[src/hdl/spr_pkg.sv]
package spr_pkg;

    localparam int RAMP_STEPS   = 20;
    localparam int TICKS_PER_MS = 1000;

    localparam int CFG_W     = 16;
    localparam int CFG_IDX_W = 1;
    localparam int PULSE_W   = 15;
    localparam int CUR_W     = 16;
    localparam int TIME_W    = 16;
    localparam int PERIOD_W  = 16;

    localparam logic [PERIOD_W-1:0] PERIOD_RESET = 16'd20000;
    localparam logic [CUR_W-1:0]    PULSE_RESET  = 16'd1500;

    localparam logic CMD_TICK = 1'b0;
    localparam logic CMD_MOVE = 1'b1;

    typedef enum logic [CFG_IDX_W-1:0] {
        CFG_PERIOD_US        = 1'b0,
        CFG_INITIAL_PULSE_US = 1'b1
    } spr_cfg_idx_t;

    localparam int IDX_W   = $clog2(RAMP_STEPS + 1);
    localparam int US_W    = $clog2(TICKS_PER_MS + 1);
    localparam int DLY_W   = $clog2((2**TIME_W - 1) / RAMP_STEPS + 1);
    localparam int INC_W   = $clog2((2**PULSE_W - 1) / RAMP_STEPS + 1) + 1;
    localparam int POS_W   = PULSE_W + 2;

    localparam int DIV_SHIFT = TIME_W + 5;
    localparam int DIV_RECIP = (2**DIV_SHIFT + RAMP_STEPS - 1) / RAMP_STEPS;
    localparam int RECIP_W   = $clog2(DIV_RECIP + 1);
    localparam int DIV_PROD_W = TIME_W + RECIP_W;

    typedef struct packed {
        logic [PULSE_W-1:0] origin_us;
        logic [PULSE_W-1:0] target_us;
        logic [TIME_W-1:0]  move_time_ms;
    } spr_move_t;

    typedef struct packed {
        logic [CUR_W-1:0] pulse_next;
        logic             moving_next;
    } spr_ramp_status_t;

endpackage

[src/hdl/spr_in_if.sv]
interface spr_in_if;
    import spr_pkg::*;

    logic               valid;
    logic               ready;
    logic               command;
    logic [PULSE_W-1:0] origin_us;
    logic [PULSE_W-1:0] target_us;
    logic [TIME_W-1:0]  move_time_ms;

    modport source (
        output valid, command, origin_us, target_us, move_time_ms,
        input  ready
    );

    modport sink (
        input  valid, command, origin_us, target_us, move_time_ms,
        output ready
    );
endinterface

[src/hdl/spr_out_if.sv]
interface spr_out_if;
    import spr_pkg::*;

    logic               valid;
    logic               ready;
    logic               pin_level;
    logic [PULSE_W-1:0] pulse_width;
    logic               moving;

    modport source (
        output valid, pin_level, pulse_width, moving,
        input  ready
    );

    modport sink (
        input  valid, pin_level, pulse_width, moving,
        output ready
    );
endinterface

[src/hdl/spr_pwm.sv]
module spr_pwm (
    input  logic                         clk,
    input  logic                         rst_n,
    input  logic                         tick,
    input  logic [spr_pkg::PERIOD_W-1:0] period,
    input  logic [spr_pkg::CUR_W-1:0]    cur_pulse,
    output logic                         pin_next
);
    import spr_pkg::*;

    logic [PERIOD_W-1:0] count_reg, count_next;
    logic [CUR_W-1:0]    latched_reg, latched_next;
    logic                pin_reg;
    logic [PERIOD_W-1:0] per;
    logic [PERIOD_W-1:0] count_start;
    logic [PERIOD_W:0]   count_inc;

    always_comb
    begin
        per          = (period == '0) ? PERIOD_W'(1) : period;
        count_start  = (count_reg >= per) ? '0 : count_reg;
        latched_next = latched_reg;
        count_next   = count_reg;
        pin_next     = pin_reg;
        count_inc    = {1'b0, count_start} + (PERIOD_W+1)'(1);
        if (tick)
        begin
            if (count_start == '0)
            begin
                latched_next = cur_pulse;
            end
            pin_next   = count_start < latched_next;
            count_next = (count_inc >= {1'b0, per}) ? '0 : count_inc[PERIOD_W-1:0];
        end
    end

    always_ff @(posedge clk or negedge rst_n)
    begin
        if (!rst_n)
        begin
            count_reg   <= '0;
            latched_reg <= PULSE_RESET;
            pin_reg     <= 1'b0;
        end
        else
        begin
            count_reg   <= count_next;
            latched_reg <= latched_next;
            pin_reg     <= pin_next;
        end
    end
endmodule

[src/hdl/spr_ramp.sv]
module spr_ramp (
    input  logic                      clk,
    input  logic                      rst_n,
    input  logic                      tick,
    input  logic                      start,
    input  spr_pkg::spr_move_t        move,
    output logic [spr_pkg::CUR_W-1:0] cur_pulse,
    output spr_pkg::spr_ramp_status_t status
);
    import spr_pkg::*;

    logic [CUR_W-1:0]        cur_reg, cur_next;
    logic [PULSE_W-1:0]      origin_reg, origin_next;
    logic [PULSE_W-1:0]      target_reg, target_next;
    logic signed [INC_W-1:0] inc_reg, inc_next;
    logic [IDX_W-1:0]        idx_reg, idx_next;
    logic [DLY_W-1:0]        delay_reg, delay_next;
    logic [DLY_W-1:0]        ms_reg, ms_next;
    logic [US_W-1:0]         us_reg, us_next;
    logic                    active_reg, active_next;

    logic signed [PULSE_W+1:0]       delta;
    logic [PULSE_W:0]                delta_abs;
    logic [DIV_PROD_W-1:0]           delta_prod;
    logic [DIV_PROD_W-1:0]           time_prod;
    logic [INC_W-1:0]                inc_mag;
    logic [US_W:0]                   us_inc;
    logic [DLY_W:0]                  ms_inc;
    logic [IDX_W:0]                  idx_inc;
    logic signed [INC_W+IDX_W:0]     step_prod;
    logic signed [POS_W-1:0]         pos;

    always_comb
    begin
        delta      = $signed({2'b00, move.target_us}) - $signed({2'b00, move.origin_us});
        delta_abs  = delta[PULSE_W+1] ? (PULSE_W+1)'(-delta) : delta[PULSE_W:0];
        delta_prod = DIV_PROD_W'(delta_abs) * DIV_PROD_W'(DIV_RECIP);
        time_prod  = DIV_PROD_W'(move.move_time_ms) * DIV_PROD_W'(DIV_RECIP);
        inc_mag    = INC_W'(delta_prod >> DIV_SHIFT);

        us_inc    = {1'b0, us_reg} + (US_W+1)'(1);
        ms_inc    = {1'b0, ms_reg} + (DLY_W+1)'(1);
        idx_inc   = {1'b0, idx_reg} + (IDX_W+1)'(1);
        step_prod = inc_reg * $signed({1'b0, idx_inc});
        pos       = $signed({2'b00, origin_reg}) + POS_W'(step_prod);

        cur_next    = cur_reg;
        origin_next = origin_reg;
        target_next = target_reg;
        inc_next    = inc_reg;
        idx_next    = idx_reg;
        delay_next  = delay_reg;
        ms_next     = ms_reg;
        us_next     = us_reg;
        active_next = active_reg;

        if (start)
        begin
            origin_next = move.origin_us;
            target_next = move.target_us;
            inc_next    = delta[PULSE_W+1] ? -$signed(inc_mag) : $signed(inc_mag);
            delay_next  = DLY_W'(time_prod >> DIV_SHIFT);
            idx_next    = '0;
            ms_next     = '0;
            us_next     = '0;
            if (move.move_time_ms < TIME_W'(RAMP_STEPS))
            begin
                cur_next    = {1'b0, move.target_us};
                active_next = 1'b0;
            end
            else
            begin
                cur_next    = {1'b0, move.origin_us};
                active_next = 1'b1;
            end
        end
        else if (tick && active_reg)
        begin
            if (us_inc < (US_W+1)'(TICKS_PER_MS))
            begin
                us_next = us_inc[US_W-1:0];
            end
            else
            begin
                us_next = '0;
                if (ms_inc >= {1'b0, delay_reg})
                begin
                    ms_next = '0;
                    if (idx_inc < (IDX_W+1)'(RAMP_STEPS))
                    begin
                        idx_next = idx_inc[IDX_W-1:0];
                        cur_next = pos[CUR_W-1:0];
                    end
                    else
                    begin
                        idx_next    = '0;
                        cur_next    = {1'b0, target_reg};
                        active_next = 1'b0;
                    end
                end
                else
                begin
                    ms_next = ms_inc[DLY_W-1:0];
                end
            end
        end
    end

    assign cur_pulse          = cur_reg;
    assign status.pulse_next  = cur_next;
    assign status.moving_next = active_next;

    always_ff @(posedge clk or negedge rst_n)
    begin
        if (!rst_n)
        begin
            cur_reg    <= PULSE_RESET;
            origin_reg <= '0;
            target_reg <= '0;
            inc_reg    <= '0;
            idx_reg    <= '0;
            delay_reg  <= '0;
            ms_reg     <= '0;
            us_reg     <= '0;
            active_reg <= 1'b0;
        end
        else
        begin
            cur_reg    <= cur_next;
            origin_reg <= origin_next;
            target_reg <= target_next;
            inc_reg    <= inc_next;
            idx_reg    <= idx_next;
            delay_reg  <= delay_next;
            ms_reg     <= ms_next;
            us_reg     <= us_next;
            active_reg <= active_next;
        end
    end
endmodule

[src/hdl/servo_pwm_with_linear_ramp_top.sv]
// Servo pulse generator with a linear move engine, one channel.
// Input channel: each transaction is either a one-microsecond tick
// (command = 0) or the start of a new move (command = 1) with start and end
// pulse widths and a move time in milliseconds.
// Output channel: exactly one transaction per input transaction, carrying
// the pin level, the commanded pulse width and the moving flag after it.
// Result: registered, valid in the cycle after the input is accepted.
// Throughput: one transaction per cycle while the receiver keeps ready high;
// all work is combinational between input acceptance and the result register.
// Configuration: the user writes period_us through cfg_we/cfg_index/cfg_data
// only while idle (the block does not enforce it); initial_pulse_us writes
// are taken but only reset sets the starting pulse width, always 1500 us.
// Reset: period 20000 us, pulse 1500 us, no move, pin low, output empty.
// Stall: while the receiver holds ready low and a result waits, the input
// ready drops; the result register frees as soon as it is taken.
module servo_pwm_with_linear_ramp_top (
    input  logic                          clk,
    input  logic                          rst_n,
    input  logic                          cfg_we,
    input  logic [spr_pkg::CFG_IDX_W-1:0] cfg_index,
    input  logic [spr_pkg::CFG_W-1:0]     cfg_data,
    spr_in_if.sink                        in_ch,
    spr_out_if.source                     out_ch
);
    import spr_pkg::*;

    logic [PERIOD_W-1:0] period_reg;
    logic                out_valid_reg;
    logic                pin_out_reg;
    logic [PULSE_W-1:0]  pulse_out_reg;
    logic                moving_out_reg;

    logic                accept;
    logic                tick;
    logic                start;
    logic                pin_next;
    logic [CUR_W-1:0]    cur_pulse;
    spr_move_t           move;
    spr_ramp_status_t    status;

    assign in_ch.ready = !out_valid_reg || out_ch.ready;
    assign accept      = in_ch.valid && in_ch.ready;
    assign tick        = accept && (in_ch.command == CMD_TICK);
    assign start       = accept && (in_ch.command == CMD_MOVE);

    assign move.origin_us    = in_ch.origin_us;
    assign move.target_us    = in_ch.target_us;
    assign move.move_time_ms = in_ch.move_time_ms;

    spr_pwm u_pwm (
        .clk       (clk),
        .rst_n     (rst_n),
        .tick      (tick),
        .period    (period_reg),
        .cur_pulse (cur_pulse),
        .pin_next  (pin_next)
    );

    spr_ramp u_ramp (
        .clk       (clk),
        .rst_n     (rst_n),
        .tick      (tick),
        .start     (start),
        .move      (move),
        .cur_pulse (cur_pulse),
        .status    (status)
    );

    always_ff @(posedge clk or negedge rst_n)
    begin
        if (!rst_n)
        begin
            period_reg <= PERIOD_RESET;
        end
        else if (cfg_we && (cfg_index == CFG_PERIOD_US))
        begin
            period_reg <= cfg_data;
        end
    end

    always_ff @(posedge clk or negedge rst_n)
    begin
        if (!rst_n)
        begin
            out_valid_reg <= 1'b0;
        end
        else if (accept)
        begin
            out_valid_reg <= 1'b1;
        end
        else if (out_ch.ready)
        begin
            out_valid_reg <= 1'b0;
        end
    end

    always_ff @(posedge clk)
    begin
        if (accept)
        begin
            pin_out_reg    <= pin_next;
            pulse_out_reg  <= status.pulse_next[PULSE_W-1:0];
            moving_out_reg <= status.moving_next;
        end
    end

    assign out_ch.valid       = out_valid_reg;
    assign out_ch.pin_level   = pin_out_reg;
    assign out_ch.pulse_width = pulse_out_reg;
    assign out_ch.moving      = moving_out_reg;
endmodule
[src/flat_wrapper.sv]
// flat-port wrapper written by rule: the top's interface ports become plain ports
module servo_pwm_with_linear_ramp_top_flat import spr_pkg::*;
  (clk, rst_n, cfg_we, cfg_index, cfg_data, in_ch_valid, in_ch_command, in_ch_origin_us, in_ch_target_us, in_ch_move_time_ms, in_ch_ready, out_ch_valid, out_ch_pin_level, out_ch_pulse_width, out_ch_moving, out_ch_ready);
  spr_in_if in_ch_i ();
  spr_out_if out_ch_i ();
  input  logic clk;
  input  logic rst_n;
  input  logic cfg_we;
  input  logic [spr_pkg::CFG_IDX_W-1:0] cfg_index;
  input  logic [spr_pkg::CFG_W-1:0] cfg_data;
  input wire logic [$bits(in_ch_i.valid)-1:0] in_ch_valid;
  input wire logic [$bits(in_ch_i.command)-1:0] in_ch_command;
  input wire logic [$bits(in_ch_i.origin_us)-1:0] in_ch_origin_us;
  input wire logic [$bits(in_ch_i.target_us)-1:0] in_ch_target_us;
  input wire logic [$bits(in_ch_i.move_time_ms)-1:0] in_ch_move_time_ms;
  output wire logic [$bits(in_ch_i.ready)-1:0] in_ch_ready;
  output wire logic [$bits(out_ch_i.valid)-1:0] out_ch_valid;
  output wire logic [$bits(out_ch_i.pin_level)-1:0] out_ch_pin_level;
  output wire logic [$bits(out_ch_i.pulse_width)-1:0] out_ch_pulse_width;
  output wire logic [$bits(out_ch_i.moving)-1:0] out_ch_moving;
  input wire logic [$bits(out_ch_i.ready)-1:0] out_ch_ready;
  assign in_ch_i.valid = in_ch_valid;
  assign in_ch_i.command = in_ch_command;
  assign in_ch_i.origin_us = in_ch_origin_us;
  assign in_ch_i.target_us = in_ch_target_us;
  assign in_ch_i.move_time_ms = in_ch_move_time_ms;
  assign in_ch_ready = in_ch_i.ready;
  assign out_ch_valid = out_ch_i.valid;
  assign out_ch_pin_level = out_ch_i.pin_level;
  assign out_ch_pulse_width = out_ch_i.pulse_width;
  assign out_ch_moving = out_ch_i.moving;
  assign out_ch_i.ready = out_ch_ready;
  servo_pwm_with_linear_ramp_top u_core (.clk(clk), .rst_n(rst_n), .cfg_we(cfg_we), .cfg_index(cfg_index), .cfg_data(cfg_data), .in_ch(in_ch_i), .out_ch(out_ch_i));
endmodule
[config.mk]
export PLATFORM = sky130hd
export DESIGN_NAME = servo_pwm_with_linear_ramp_top_flat
export DESIGN_NICKNAME = d
export VERILOG_FILES = /design/src/hdl/spr_pkg.sv /design/src/hdl/spr_in_if.sv /design/src/hdl/spr_out_if.sv /design/src/hdl/spr_pwm.sv /design/src/hdl/spr_ramp.sv /design/src/hdl/servo_pwm_with_linear_ramp_top.sv /design/src/flat_wrapper.sv
export SDC_FILE = /design/constraint.sdc
export NUM_CORES = 1
export LEC_CHECK = 0
export ABC_AREA = 1
export BUFFER_PORTS_ARGS = -buffer_cell sky130_fd_sc_hd__buf_2
export CAP_MARGIN = 20
export CELL_PAD_IN_SITES_DETAIL_PLACEMENT = 0
export CELL_PAD_IN_SITES_GLOBAL_PLACEMENT = 1
export CORE_MARGIN = 2
export CORE_UTILIZATION = 26
export CTS_CLUSTER_DIAMETER = 60
export DETAILED_ROUTE_END_ITERATION = 12
export PLACE_DENSITY = 0.54
export SLEW_MARGIN = 10
export SYNTH_ARGS = -nofsm -noshare
export SYNTH_HDL_FRONTEND = slang
export SYNTH_SLANG_ARGS = --single-unit
[constraint.sdc]
create_clock -name clk -period 7.3 [get_ports clk]
set_input_delay 0.365 -clock clk [delete_from_list [all_inputs] [get_ports clk]]
set_output_delay 0.365 -clock clk [all_outputs]
set_load 0.005 [all_outputs]
==> flow_metrics.tcl <==
set metrics [dict create \
    critPathBufInv 8 \
    dp_slack_ns -0.729 \
    place_congestion 0.880 \
    core-area_um2 86500 \
    dr.pass1.iters 5 \
    period_share_pct 96.0 \
    num_antenna_cells 0 \
    required_ns 7.62 \
    grt_overflow 0 \
    place_inst 4136 \
    clk_latency_ns 0.45 \
    synth-edff-count 17 \
    syn_area_per_cell_um2 8.35 \
    final_common_cell "inv_1" \
    detail-route-antenna-nets 0 \
    setup_slack_ns 0.293 \
    synth_cell_type_count 61 \
    synth-seq-cells 165 \
    setup.worst_path.start_class "primary input" \
    die_area_um2 89300 \
    critPathMaxFanout 4 \
    drive_gt1_share_pct 19.1 \
    cp_top_family "adder cells" \
    port_buffers 87 \
    grt_usage_pct 14.6 \
    slew_viol_final 0 \
    setup_viol 0 \
    cts-buffers-inserted 17 \
    wl_per_cell_um 15.4 \
    ios 88 \
    finalWirelength_um 64200 \
    worst_setup_path_end_kind "flip-flop" \
    seq_area_frac_synth_pct 18.7 \
    max_stage_delay_ns 0.56 \
    crit_slowest_cell "fa_1" \
    hold_class "primary input to flip-flop" \
    syn-cell-area_um2 22600 \
    synth_cells 2708 \
    syn2layout_area_growth_pct 22.2 \
    grt_antenna_before_repair 0 \
    fmax_mhz 143 \
    min_period_ns 7.01 \
    holdPathStages 2 \
    hold_viol 0 \
    cts_num_sinks 165 \
    grt_pass1_wl_um 104000 \
    async_reset_ff_share_pct 89.7 \
    drtIter0Drc 871 \
    post-dp-hpwl_um 54500 \
    worstMarginPinSlew_ns 0.881 \
    root_buffer "clkbuf_16" \
    slew_headroom_pct 41.1 \
    most-common-layout-cells "inv_1, nand2_1, ha_1" \
    path_clk_slew_ns 0.07 \
    cp.arrival_ns 7.33 \
    critical_path_class "primary input to flip-flop" \
    die_width_um 299 \
    path_depth 40 \
    instances_no_fill 4185 \
    clockBufferDepth 2 \
    reg2reg_depth 31 \
    tritoncts "yes" \
    rows 108 \
    initial_core_util_pct 26.1 \
    die_h_um 299 \
    drc 0 \
    grt_pass1_vias 19400 \
    grt_max_degree 103 \
    ys_warn_count 0 \
    fill_cells 9225 \
    syn_nets 3381 \
    vias 18100 \
    rsz0062_at_grt "true" \
    drv_cap 0 \
    viasPerCell 4.32 \
    skew_ns 0.0134 \
    fin_nets 3690 \
    htree_levels 4 \
    status "completed" \
    synth_ff_type "dfrtp_1" \
]
==> cells by family after synthesis <==
logic type	Yosys count	share of synthesized area (%)
simple gates	780	15.1
buf+inv	662	11.2
fa+ha+maj	604	40.5
compound gates	390	9.94
flops	165	18.7
xor+xnor	101	4.28
mux	6	0.271
==> final cells by class <==
cell class,count,area (µm²),share of cell area [%]
clock buffers,21,503,1.82
clock inverters,11,109,0.394
inverters,623,2340,8.48
multi-input cells,1881,16700,60.3
flip-flops and latches,165,4240,15.3
well taps,1155,1450,5.23
repair buffers,329,2320,8.39
==> routing by layer <==
layer / vias to the layer above / global-route usage, % / part of all wire (%)
met5: - / 0 / 0
met4: 0 / 2.35 / 0.89
met3: 29 / 1.69 / 2.6
met2: 205 / 24.5 / 47
met1: 8653 / 20.5 / 50
li1: 9191 / - / -
==> synthesized netlist by cell type, types with 8 or more instances <==
library cell  number  area, µm²
nand3_2            8       80.1
a21o_1            11       82.6
nand3_1           69        345
xor2_1            66        578
nand3b_1           8       60.1
ha_1             390       4880
edfxtp_1          17        510
xnor2_1           27        236
nor2_1           176        661
o21bai_1          12       90.1
inv_1            615       2310
fa_1             214       4280
clkbuf_1          30        113
o21ai_0          134        671
a31oi_1            9       56.3
dfstp_2           19        499
nor2_2             8       50.1
nand2_1          424       1590
nand2_2           17        106
o211ai_1          12       90.1
nor3_1            16       80.1
o22ai_1           30        188
a21oi_1          133        666
nand4_1           20        125
dfrtp_1          129       3230
o221ai_1          10       87.6
==> final timing paths <==
kind | startpoint | to | slack (ns)
hold / removal | cfg_data[0] | u_core.period_reg[0] | 0.14
setup reg to reg | u_core.period_reg[8] | u_core.u_pwm.count_reg[15] | 1.26
max in group asynchronous | rst_n | u_core.u_ramp.target_reg[4] | 5.47
hold reg to reg | u_core.u_pwm.pin_reg | u_core.u_pwm.pin_reg | 0.48
setup / recovery | in_ch_target_us[0] | u_core.u_ramp.inc_reg[8] | 0.29
min in group asynchronous | rst_n | u_core.u_ramp.target_reg[14] | 0.36
==> stage by stage <==
stage / cell area, µm² / util [%] / setup TNS, ns / hold WS [ns]
detailed placement: 26000 / 30.1 / -6.83 / 0.468
global route: 27600 / 31.9 / -0.518 / 0.122
floorplan: 22700 / - / 0 / 0.0694
CTS: 26800 / 30.9 / 0 / 0.116
finish: 27600 / 31.9 / 0 / 0.141
global placement: 26000 / 30.1 / -6.00 / 0.465
==> worst reg2reg max path, delay by kind of cell, from the launching register on <==
kind / cells / cell delay (ns)
AND/OR/NAND/NOR: 14 / 2.97
AO/OA/AOI/OAI: 11 / 1.78
adder cells (fa/ha/maj): 3 / 0.66
flip-flops: 1 / 0.38
buffers and inverters: 3 / 0.18
==> what timing repair did <==
item / 4_1_cts / 5_1_grt
endpoints found under the setup margin: 10 / 11
hold buffers: 0 / 1
endpoints found under the hold margin: 0 / 22
resized for setup: 15 / 137
setup buffers: 2 / 13
pin swaps: 6 / 98
Power is left out: the tool's default activity adds up to more than one toggle a clock period on the data nets, which glitch-free logic cannot reach.
